### src/rtl/core/vlce_pkg.sv
// Shared constants and types of the variable-length count encoder.
`default_nettype none

package vlce_pkg;

  localparam int unsigned WordW  = 32;
  localparam int unsigned ValueW = 32;
  localparam int unsigned TotalW = 23;
  localparam int unsigned LenW   = 6;            // code length, at most 62
  localparam int unsigned CodeW  = 2 * ValueW;   // left-aligned code field
  localparam int unsigned WinW   = WordW + CodeW;
  localparam int unsigned CntW   = $clog2(WordW);

  localparam logic [ValueW-1:0] ValueMax = {{(ValueW-2){1'b1}}, 2'b01};
  localparam logic [TotalW-1:0] TotalSat = {1'b1, {(TotalW-1){1'b0}}};

  localparam int unsigned QueueDepth = 2;

  // One classified count on its way from the front end to the packer.
  typedef struct packed {
    logic [CodeW-1:0] code;   // code bits, MSB first, zero filled below
    logic [LenW-1:0]  len;    // number of code bits
    logic             last;   // closes the vector
  } code_t;

endpackage

`default_nettype wire

### src/rtl/core/variable_length_count_encoder.sv
// Top level of the variable-length count encoder (offset-two gamma code packer).
//
// Input channel: valid_i / stall_o carry one count per beat (marking_value_i)
// with last_value_i marking the final count of a vector. Counts above
// 2^32-3 are clamped. Each count v becomes t = v + 2 written in 2n bits,
// n = floor(log2(t)), packed MSB first into 32-bit words.
// Output channel: valid_o / stall_i carry one word per beat. Full words leave
// as they fill; the final word of a vector, zero padded, has last_word_o set
// and total_bits_o holds the vector's code length (saturating at 2^22).
// The packer takes the next item while the last word of the current one leaves;
// an ordinary item yields at most 2 words and a closing one 3, so the single-word
// output port sets the rate.
// A two-entry queue sits between the classifying front end and the packer,
// so input beats keep flowing while the output is stalled until it fills;
// a stalled output beat holds. Reset empties every stage and clears the
// pending word and the running bit count.
`default_nettype none

module variable_length_count_encoder (
  input  wire logic                        clk_i,
  input  wire logic                        rst_ni,
  input  wire logic                        valid_i,
  output logic                             stall_o,
  input  wire logic [vlce_pkg::ValueW-1:0] marking_value_i,
  input  wire logic                        last_value_i,
  output logic                             valid_o,
  input  wire logic                        stall_i,
  output logic [vlce_pkg::WordW-1:0]       packed_word_o,
  output logic                             last_word_o,
  output logic [vlce_pkg::TotalW-1:0]      total_bits_o
);

  logic            q_full;
  logic            q_valid;
  logic            push;
  logic            pop;
  vlce_pkg::code_t push_data;
  vlce_pkg::code_t pop_data;

  // Classify: clamp, offset, and left-align the code.
  vlce_front u_front (
    .clk_i           (clk_i),
    .rst_ni          (rst_ni),
    .valid_i         (valid_i),
    .stall_o         (stall_o),
    .marking_value_i (marking_value_i),
    .last_value_i    (last_value_i),
    .q_full_i        (q_full),
    .push_o          (push),
    .push_data_o     (push_data)
  );

  // Decouple the two halves.
  vlce_queue u_queue (
    .clk_i       (clk_i),
    .rst_ni      (rst_ni),
    .push_i      (push),
    .push_data_i (push_data),
    .full_o      (q_full),
    .pop_i       (pop),
    .valid_o     (q_valid),
    .pop_data_o  (pop_data)
  );

  // Pack and emit words.
  vlce_back u_back (
    .clk_i         (clk_i),
    .rst_ni        (rst_ni),
    .q_valid_i     (q_valid),
    .q_data_i      (pop_data),
    .pop_o         (pop),
    .valid_o       (valid_o),
    .stall_i       (stall_i),
    .packed_word_o (packed_word_o),
    .last_word_o   (last_word_o),
    .total_bits_o  (total_bits_o)
  );

endmodule

`default_nettype wire

### src/rtl/core/vlce_front.sv
// Front end: accept counts, clamp, offset and turn them into left-aligned codes.
`default_nettype none

module vlce_front (
  input  wire logic                        clk_i,
  input  wire logic                        rst_ni,
  input  wire logic                        valid_i,
  output logic                             stall_o,
  input  wire logic [vlce_pkg::ValueW-1:0] marking_value_i,
  input  wire logic                        last_value_i,
  input  wire logic                        q_full_i,
  output logic                             push_o,
  output vlce_pkg::code_t                  push_data_o
);

  logic                        s1_valid_q;
  logic [vlce_pkg::ValueW-1:0] s1_t_q;
  logic                        s1_last_q;
  logic                        accept;
  logic [vlce_pkg::ValueW-1:0] clamped;
  logic [vlce_pkg::LenW-2:0]   msb_pos;
  logic [vlce_pkg::LenW-1:0]   len;
  logic [vlce_pkg::CodeW-1:0]  code;

  assign stall_o = s1_valid_q && q_full_i;
  assign accept  = valid_i && !stall_o;
  assign push_o  = s1_valid_q && !q_full_i;

  assign clamped = (marking_value_i > vlce_pkg::ValueMax) ? vlce_pkg::ValueMax
                                                          : marking_value_i;

  always_ff @(posedge clk_i or negedge rst_ni) begin
    if (!rst_ni) begin
      s1_valid_q <= 1'b0;
    end else if (accept) begin
      s1_valid_q <= 1'b1;
    end else if (push_o) begin
      s1_valid_q <= 1'b0;
    end
  end

  // Hold the offset count; clamp keeps t = v + 2 inside the value width.
  always_ff @(posedge clk_i) begin
    if (accept) begin
      s1_t_q    <= clamped + vlce_pkg::ValueW'(2);
      s1_last_q <= last_value_i;
    end
  end

  // Leading-one position of t gives n; the code is t written in 2n bits.
  always_comb begin
    msb_pos = '0;
    for (int i = 0; i < vlce_pkg::ValueW; i++) begin
      if (s1_t_q[i]) begin
        msb_pos = (vlce_pkg::LenW-1)'(i);
      end
    end
  end

  assign len  = {msb_pos, 1'b0};
  assign code = {{(vlce_pkg::CodeW-vlce_pkg::ValueW){1'b0}}, s1_t_q}
                << (7'(vlce_pkg::CodeW) - {1'b0, len});

  assign push_data_o.code = code;
  assign push_data_o.len  = len;
  assign push_data_o.last = s1_last_q;

endmodule

`default_nettype wire

### src/rtl/core/vlce_queue.sv
// Two-entry queue that decouples the front end from the packer.
`default_nettype none

module vlce_queue (
  input  wire logic            clk_i,
  input  wire logic            rst_ni,
  input  wire logic            push_i,
  input  wire vlce_pkg::code_t push_data_i,
  output logic                 full_o,
  input  wire logic            pop_i,
  output logic                 valid_o,
  output vlce_pkg::code_t      pop_data_o
);

  localparam int unsigned PtrW = $clog2(vlce_pkg::QueueDepth);
  localparam int unsigned CntW = $clog2(vlce_pkg::QueueDepth + 1);

  vlce_pkg::code_t entry_q [vlce_pkg::QueueDepth];
  logic [PtrW-1:0] wr_ptr_q;
  logic [PtrW-1:0] rd_ptr_q;
  logic [CntW-1:0] count_q;

  assign full_o     = (count_q == CntW'(vlce_pkg::QueueDepth));
  assign valid_o    = (count_q != '0);
  assign pop_data_o = entry_q[rd_ptr_q];

  always_ff @(posedge clk_i or negedge rst_ni) begin
    if (!rst_ni) begin
      wr_ptr_q <= '0;
      rd_ptr_q <= '0;
      count_q  <= '0;
    end else begin
      if (push_i) begin
        wr_ptr_q <= (wr_ptr_q == PtrW'(vlce_pkg::QueueDepth - 1)) ? '0 : wr_ptr_q + 1'b1;
      end
      if (pop_i) begin
        rd_ptr_q <= (rd_ptr_q == PtrW'(vlce_pkg::QueueDepth - 1)) ? '0 : rd_ptr_q + 1'b1;
      end
      if (push_i && !pop_i) begin
        count_q <= count_q + 1'b1;
      end else if (pop_i && !push_i) begin
        count_q <= count_q - 1'b1;
      end
    end
  end

  always_ff @(posedge clk_i) begin
    if (push_i) begin
      entry_q[wr_ptr_q] <= push_data_i;
    end
  end

endmodule

`default_nettype wire

### src/rtl/core/vlce_back.sv
// Back end: pack codes into words, track the vector length, drive the output beat.
`default_nettype none

module vlce_back (
  input  wire logic                        clk_i,
  input  wire logic                        rst_ni,
  input  wire logic                        q_valid_i,
  input  wire vlce_pkg::code_t             q_data_i,
  output logic                             pop_o,
  output logic                             valid_o,
  input  wire logic                        stall_i,
  output logic [vlce_pkg::WordW-1:0]       packed_word_o,
  output logic                             last_word_o,
  output logic [vlce_pkg::TotalW-1:0]      total_bits_o
);

  localparam int unsigned WordW  = vlce_pkg::WordW;
  localparam int unsigned WinW   = vlce_pkg::WinW;
  localparam int unsigned TotalW = vlce_pkg::TotalW;
  localparam int unsigned CntW   = vlce_pkg::CntW;

  // Packer state: unfinished word kept left aligned.
  logic [WordW-1:0]  pend_q;
  logic [CntW-1:0]   pc_q;
  logic [TotalW-1:0] total_q;

  // Words of the item in flight.
  logic [WinW-1:0]   win_q;
  logic [1:0]        rem_q;
  logic              fin_q;
  logic [TotalW-1:0] snap_q;

  // Output register.
  logic              out_valid_q;
  logic [WordW-1:0]  out_word_q;
  logic              out_last_q;
  logic [TotalW-1:0] out_total_q;

  logic              out_free;
  logic              emit;
  logic              final_word;
  logic [WinW-1:0]   win;
  logic [CntW+1:0]   fill;
  logic [1:0]        full_words;
  logic [CntW-1:0]   rest;
  logic [1:0]        nwords;
  logic [WordW-1:0]  tail;
  logic [TotalW:0]   sum;
  logic [TotalW-1:0] total_new;

  assign out_free   = !out_valid_q || !stall_i;
  assign emit       = (rem_q != 2'd0) && out_free;
  assign final_word = fin_q && (rem_q == 2'd1);
  assign pop_o      = q_valid_i && ((rem_q == 2'd0) || ((rem_q == 2'd1) && emit));

  // Append the new code behind the pending bits.
  assign win  = {pend_q, {(WinW-WordW){1'b0}}}
              | ({q_data_i.code, {WordW{1'b0}}} >> pc_q);
  assign fill = (CntW+2)'(pc_q) + (CntW+2)'(q_data_i.len);
  assign full_words = fill[CntW+1:CntW];
  assign rest       = fill[CntW-1:0];

  always_comb begin
    case (full_words)
      2'd0:    tail = win[WinW-1 -: WordW];
      2'd1:    tail = win[WinW-1-WordW -: WordW];
      default: tail = win[WinW-1-2*WordW -: WordW];
    endcase
  end

  // A closing item whose code ends on a word boundary reuses that word as final.
  always_comb begin
    if (!q_data_i.last) begin
      nwords = full_words;
    end else if ((rest == '0) && (full_words != 2'd0)) begin
      nwords = full_words;
    end else begin
      nwords = full_words + 2'd1;
    end
  end

  assign sum       = {1'b0, total_q} + (TotalW+1)'(q_data_i.len);
  assign total_new = (sum > {1'b0, vlce_pkg::TotalSat}) ? vlce_pkg::TotalSat
                                                         : sum[TotalW-1:0];

  always_ff @(posedge clk_i or negedge rst_ni) begin
    if (!rst_ni) begin
      pend_q      <= '0;
      pc_q        <= '0;
      total_q     <= '0;
      rem_q       <= 2'd0;
      out_valid_q <= 1'b0;
    end else begin
      if (pop_o) begin
        rem_q <= nwords;
        if (q_data_i.last) begin
          pend_q  <= '0;
          pc_q    <= '0;
          total_q <= '0;
        end else begin
          pend_q  <= tail;
          pc_q    <= rest;
          total_q <= total_new;
        end
      end else if (emit) begin
        rem_q <= rem_q - 2'd1;
      end
      if (emit) begin
        out_valid_q <= 1'b1;
      end else if (!stall_i) begin
        out_valid_q <= 1'b0;
      end
    end
  end

  always_ff @(posedge clk_i) begin
    if (pop_o) begin
      win_q  <= win;
      fin_q  <= q_data_i.last;
      snap_q <= total_new;
    end else if (emit) begin
      win_q <= win_q << WordW;
    end
    if (emit) begin
      out_word_q  <= win_q[WinW-1 -: WordW];
      out_last_q  <= final_word;
      out_total_q <= final_word ? snap_q : '0;
    end
  end

  assign valid_o       = out_valid_q;
  assign packed_word_o = out_word_q;
  assign last_word_o   = out_last_q;
  assign total_bits_o  = out_total_q;

endmodule

`default_nettype wire
### config.mk
export PLATFORM = sky130hd
export DESIGN_NAME = variable_length_count_encoder
export DESIGN_NICKNAME = d
export VERILOG_FILES = /design/src/rtl/core/vlce_pkg.sv /design/src/rtl/core/variable_length_count_encoder.sv /design/src/rtl/core/vlce_front.sv /design/src/rtl/core/vlce_queue.sv /design/src/rtl/core/vlce_back.sv
export SDC_FILE = /design/constraint.sdc
export NUM_CORES = 1
export LEC_CHECK = 0
export BUFFER_PORTS_ARGS = -buffer_cell sky130_fd_sc_hd__buf_4
export CORE_ASPECT_RATIO = 1.2
export CORE_MARGIN = 2
export CORE_UTILIZATION = 45
export DETAILED_ROUTE_END_ITERATION = 7
export GPL_TIMING_DRIVEN = 0
export PLACE_DENSITY = 0.69
export SETUP_SLACK_MARGIN = 0.4
export SLEW_MARGIN = 0
export SYNTH_ARGS = -nofsm -noshare
export SYNTH_HDL_FRONTEND = slang
export SYNTH_HIERARCHICAL = 1
export SYNTH_SLANG_ARGS = --single-unit
### constraint.sdc
create_clock -name clk_i -period 5.2 [get_ports clk_i]
set_clock_uncertainty 0.15 [all_clocks]
set_input_delay 0.78 -clock clk_i [delete_from_list [all_inputs] [get_ports clk_i]]
set_output_delay 0.78 -clock clk_i [all_outputs]
set_load 0.005 [all_outputs]
==> results.yml, run 1 <==
clock_network:
  h-tree-depth: 2
  cts_buffers: 44
  clk_latency_ps: 570
  clockRootBuffer: "clkbuf_16"
  cts_sinks: 418
  clk_path_buf_depth: 3
  cts_tree: "built"
  clk_pin_slew_ps: 70
synth:
  yosysMostFrequentCell: "edfxtp_1"
  synth_top_area_frac: 0.429
  synth_cell_types: 96
  synth_cells: 2068
  synthesis.area_mm2: 0.0245
  synth_seq_area_share: 0.498
  yosys-top-cells-area: "edfxtp_1 (43%), dfrtp_1 (6.9%), mux4_2 (6.9%), mux2i_1 (4.4%), mux2_4 (4.2%)"
  yosys.area.top_type: "edfxtp_1"
  synth_warnings: 6
  syn_nets: 2125
  async_flop_share: 0.163
  ys_ff_latch: 418
  avgSynthCellArea_um2: 11.9
  synth_edf_count: 350
  synth_ff_type: "edfxtp_1"
  synth_common_cells: "edfxtp_1 (350), nor2_1 (233), nand2_1 (169)"
global_route:
  gr-total-overflow: 0
  grt_max_degree: 69
  first_global_vias: 17700
  grt_usage: 0.262
  antenna_found_initial: 1
  grt_pass1_wl_um: 111000
die:
  initial_utilization: 0.456
  core_area_mm2: 0.0538
  dieArea_mm2: 0.0564
  die_w_um: 217
  io_pins: 95
  dieHeight_um: 260
  num_rows: 93
worst_setup_path:
  crit_path_max_fanout: 10
  critPathKind: "flip-flop to flip-flop"
  cp-end-kind: "flip-flop"
  path_cells: "or2_1, a2111oi_2, o41ai_1, a221o_1, buf_6, buf_2, ha_1, xnor2_2, clkbuf_1, nand2_1, and3_1, a211oi_1"
  crit_family: "compound AO/OA/AOI/OAI gates"
  crit_required_ps: 5340
  slowest_stage: "clkbuf_1"
  cp_slowest_stage_delay_ps: 520
  cp.arrival_ps: 4780
  cp_num_buf_inv: 3
  crit_path_start_kind: "flip-flop"
final_layout:
  nFillCells: 4712
  nets: 2274
  multi_input_area_mm2: 0.0115
  instances_no_fill: 2964
  postLayoutCellArea_mm2: 0.0278
  drive_gt1_frac: 0.237
  regArea_mm2: 0.0122
  area_growth_pct: 13.6
  diodes: 0
drt:
  wire_per_inst_um: 25.0
  wl_um: 74100
  antenna_left: 0
  vias: 17900
  drt_iter0_drc: 1531
  detail_route.vias_per_cell: 6.02
  drc: 0
  first_pass_iters: 5
timing:
  fmax_mhz: 216
  slew_viol_final: 0
  min_period_over_period: 0.892
  min_period_ps: 4640
  rsz0062_at_grt: "false"
  worst_pin_slew_ps: 1050
  relSlewSlack: 0.297
  hold_violations: 0
  tns_ps: 0
  finalSetupViolations: 0
placement:
  place.port_buffers: 94
  dp_hpwl_um: 57300
  gp_congestion: 0.981
  dpl-instance-area_mm2: 0.0263
  place_inst: 2879
power:
  p_leak_nw: 10.6
  p_per_area_mw_per_mm2: 743
  irDropWorstVdd_v: 0.000438
job:
  drv_cap: 0
worst_hold_path:
  hp-class: "primary input to async pin"
outcome:
  outcome: "complete, no violations"
## registers in the layout, summed over array words and instances (netlist names), 2 cells and up
| signal | flops |
|---|---|
| u_queue/entry_q | 142 |
| u_back/win_q | 95 |
| u_back/packed_word_o | 32 |
| u_back/pend_q | 32 |
| u_front/s1_t_q | 32 |
| u_back/snap_q | 23 |
| u_back/total_bits_o | 23 |
| u_back/total_q | 23 |
| u_back/pc_q | 5 |
| u_back/rem_q | 2 |
| u_queue/count_q | 2 |
## power by group
part | internal [mW] | switching, mW
clock | 1.87 | 1.33
sequential | 5.54 | 0.423
combinational | 4.23 | 7.31
## layer usage
layer	vias up	wire, um	track usage
met5	-	16	0
met3	176	3690	0.0356
met4	2	4090	0.137
met2	708	37300	0.464
li1	8102	-	-
met1	8862	29000	0.310
## layout make-up
type,count,share of cell area
repair buffers,103,0.0308
plain buffers,148,0.0294
clock inverters,26,0.0103
clock buffers,55,0.0421
well taps,712,0.0320
multi-input cells,1469,0.412
inverters,33,0.00463
flip-flops and latches,418,0.438
## stage by stage
step	util	setup slack, ps	total power, mW	hold WS (ps)
final	0.518	563	20.7	208
after global routing	0.518	411	21.7	217
after CTS	0.517	447	20.6	207
after detailed placement	0.489	-395	17.3	255
after global placement	0.486	-1500	17.1	253
after floorplan	-	446	13.2	250
## worst register-to-register path: cells and delay by family, from the launching register on
kind	cells	cell delay, ps
compound gates	4	1390
buf+inv	3	900
simple gates	3	720
flops	1	510
xor+xnor	1	360
fa+ha+maj	1	320
## cell usage in the layout (no fill, tap or decap), types with 11 or more instances in the layout
cell type,count
a211oi_1,20
a21o_1,11
a21oi_1,76
a22o_1,22
and2_1,20
and3_1,38
buf_2,23
buf_4,107
clkbuf_1,95
clkbuf_16,45
dfrtp_1,68
edfxtp_1,350
ha_1,17
inv_1,29
mux2_2,80
mux2_4,69
mux2i_1,105
mux4_2,75
nand2_1,168
nand2b_1,20
nand3_1,39
nand4_1,15
nor2_1,232
nor2b_1,11
nor3_1,23
o21ai_0,115
o221ai_1,19
o22ai_1,26
or2_2,18
xnor2_1,36
xor2_1,21
## cells by family after synthesis
| logic type | share of synthesized area |
|---|---|
| simple gates | 0.123 |
| xor+xnor | 0.0240 |
| other cells | 0.000153 |
| flops | 0.498 |
| fa+ha+maj | 0.0108 |
| mux | 0.192 |
| buf+inv | 0.0379 |
| compound gates | 0.114 |
## worst paths after layout
check	cells past startpoint	slack, ps	startpoint	end
worst min-delay path	1	210	rst_ni	u_back/total_q[15]$_DFFE_PN0P_
max in group asynchronous	1	4030	rst_ni	u_back/pend_q[5]$_DFFE_PN0P_
worst max register to register	12	560	u_front/s1_t_q[14]$_DFFE_PP_	u_queue/entry_q[0][32]$_DFFE_PP_
worst min register to register	0	260	u_back/win_q[95]$_DFFE_PP_	u_back/packed_word_o[31]$_DFFE_PP_
min in group clk_i	1	240	last_value_i	u_front/s1_last_q$_DFFE_PP_
worst max-delay path	12	560	u_front/s1_t_q[14]$_DFFE_PP_	u_queue/entry_q[0][32]$_DFFE_PP_
## timing repair
action | 4_1_cts | 5_1_grt
pin swaps | 1 | 1
setup endpoints to repair | 122 | 46
gates resized for setup | 16 | 13
gates cloned | 0 | 0
hold buffers | 0 | 0
setup buffers | 2 | 2
(Power assumes the default switching activity.)
==> run 2, diff against run 1 <==
CORE_MARGIN = default   (was 2)
==> results.yml, run 2 (synthesized netlist as in run 1, its figures left out) <==
outcome:
  outcome: "complete, no violations"
die:
  dieHeight_um: 258
  num_rows: 93
  dieArea_mm2: 0.0554
  initial_utilization: 0.456
  core_area_mm2: 0.0538
  io_pins: 95
  die_w_um: 215
timing:
  fmax_mhz: 213
  slew_viol_final: 0
  tns_ps: 0
  min_period_over_period: 0.901
  relSlewSlack: 0.310
  hold_violations: 0
  min_period_ps: 4680
  worst_pin_slew_ps: 1030
  postLayoutSetupSlackWorst_ps: 515
  rsz0062_at_grt: "false"
  finalSetupViolations: 0
  timing.hold.ws_ps: 197
clock_network:
  h-tree-depth: 2
  clk_path_buf_depth: 3
  clk_latency_ps: 580
  cts_tree: "built"
  clockRootBuffer: "clkbuf_16"
  cts_hold_buf: 0
  cts_sinks: 418
  cts_buffers: 42
  clk_pin_slew_ps: 70
power:
  combinationalPowerShare: 0.559
  intPower_mw: 11.6
  irDropWorstVdd_v: 0.000479
  swShare: 0.437
  pwr-share-seq: 0.289
  total_power_mw: 20.6
  p_leak_nw: 10.6
  p_per_area_mw_per_mm2: 740
  power_frac_clock: 0.152
  netSwitchingPower_mw: 9.01
global_route:
  grt_max_degree: 69
  grt_pass1_wl_um: 110000
  first_global_vias: 17900
  grt_usage: 0.263
  antenna_found_initial: 0
  gr-total-overflow: 0
worst_setup_path:
  rr_worst_depth: 15
  reg2reg_from: "u_queue/rd_ptr_q$_DFFE_PN0P_"
  crit_required_ps: 5520
  r2r_end: "u_back/pend_q[16]$_DFFE_PN0P_"
  cp_slowest_stage_delay_ps: 650
  slowest_stage: "buf_1"
  cp-end-kind: "flip-flop"
  critPathKind: "flip-flop to flip-flop"
  crit_path_max_fanout: 10
  crit_path_start_kind: "flip-flop"
  path_cells: "buf_6, buf_12, mux2_4, ha_1, a21o_1, a21oi_1, o21bai_1, a21oi_1, xnor2_1, ha_1, inv_1, clkbuf_1, buf_1, o221ai_1, a22o_1"
  crit_end: "u_back/pend_q[16]$_DFFE_PN0P_"
  r2r_slack_ps: 520
  cp.arrival_ps: 5010
  crit_start: "u_queue/rd_ptr_q$_DFFE_PN0P_"
final_layout:
  final_common_cell: "edfxtp_1"
  area_growth_pct: 13.7
  reg_top3: "u_queue/entry_q (142), u_back/win_q (95)"
  postLayoutCellArea_mm2: 0.0279
  utilization: 0.519
  largest_reg_flops: 142
  nets: 2277
  drive_gt1_frac: 0.239
  diodes: 0
  instances_no_fill: 2966
  regMostFlops: "u_queue/entry_q"
  final_cell_mix: "edfxtp_1 (350), nor2_1 (233), nand2_1 (168)"
drt:
  drt_iter0_drc: 1672
  first_pass_iters: 5
  detail_route.vias_per_cell: 6.06
  wire_per_inst_um: 24.8
  drc: 0
  antenna_left: 0
  wl_um: 73500
  vias: 18000
placement:
  place.port_buffers: 94
  dpl-instance-area_mm2: 0.0263
  place_inst: 2879
  gp_congestion: 1.02
  dp_hpwl_um: 56300
  pre_cts_ws_ps: -529
job:
  drv_cap: 0
worst_hold_path:
  hp-class: "primary input to async pin"
-- run 2: changes by cell type in the layout (fill, tap and decap cells not counted), sizes merged --
cell      delta
clkinv       +4
clkinvlp     -4
buf          +3
clkbuf       +2
inv          -3
-- run 2: power by group through the flow --
stage | Sequential (mW) | Clock [mW] | Combinational (mW)
after global routing | 6.08 | 3.32 | 12.2
after global placement | 6.11 | 0 | 10.9
after CTS | 5.97 | 3.20 | 11.3
final | 5.96 | 3.14 | 11.5
after detailed placement | 6.03 | 0 | 11.1
after floorplan | 6.01 | 0 | 7.22
-- run 2: routing by layer --
metal | vias up | routed length [um] | part of all wire | GRT usage
met2 | 739 | 36600 | 0.50 | 0.462
met5 | - | 0 | 0 | 0
li1 | 8128 | - | - | -
met4 | 0 | 4800 | 0.065 | 0.154
met3 | 235 | 3790 | 0.052 | 0.0329
met1 | 8884 | 28300 | 0.38 | 0.311
-- run 2: worst min path at each step --
stage | to | slack, ps
6_report | u_back/total_q[13]$_DFFE_PN0P_ | 200
5_1_grt | u_front/s1_last_q$_DFFE_PP_ | 210
4_1_cts | u_front/s1_last_q$_DFFE_PP_ | 200
3_5_place_dp | u_back/packed_word_o[10]$_DFFE_PP_ | 260
3_3_place_gp | u_back/packed_word_o[11]$_DFFE_PP_ | 250
2_1_floorplan | u_back/packed_word_o[0]$_DFFE_PP_ | 250
-- run 2: cell type report --
class	count	area [um2]
fillers	4659	25900
flip-flops and latches	418	12200
multi-input cells	1469	11500
clock buffers	55	1150
repair buffers	108	908
well taps	712	891
plain buffers	148	820
clock inverters	23	273
inverters	33	129
-- run 2: critical path, delay by kind of cell, from the launching register on --
family / cells / cell delay (ps)
AOI/OAI and AO/OA: 6 / 1190
adders and majority gates: 2 / 680
DFF: 1 / 350
xor gates and xnor gates: 1 / 140
muxes: 1 / 350
buffers and inverters: 5 / 1710
-- run 2: timing repair --
| action | 4_1_cts | 5_1_grt |
|---|---|---|
| pin swaps | 5 | 2 |
| setup buffers | 6 | 3 |
| setup endpoints to repair | 122 | 112 |
| resized for setup | 24 | 12 |
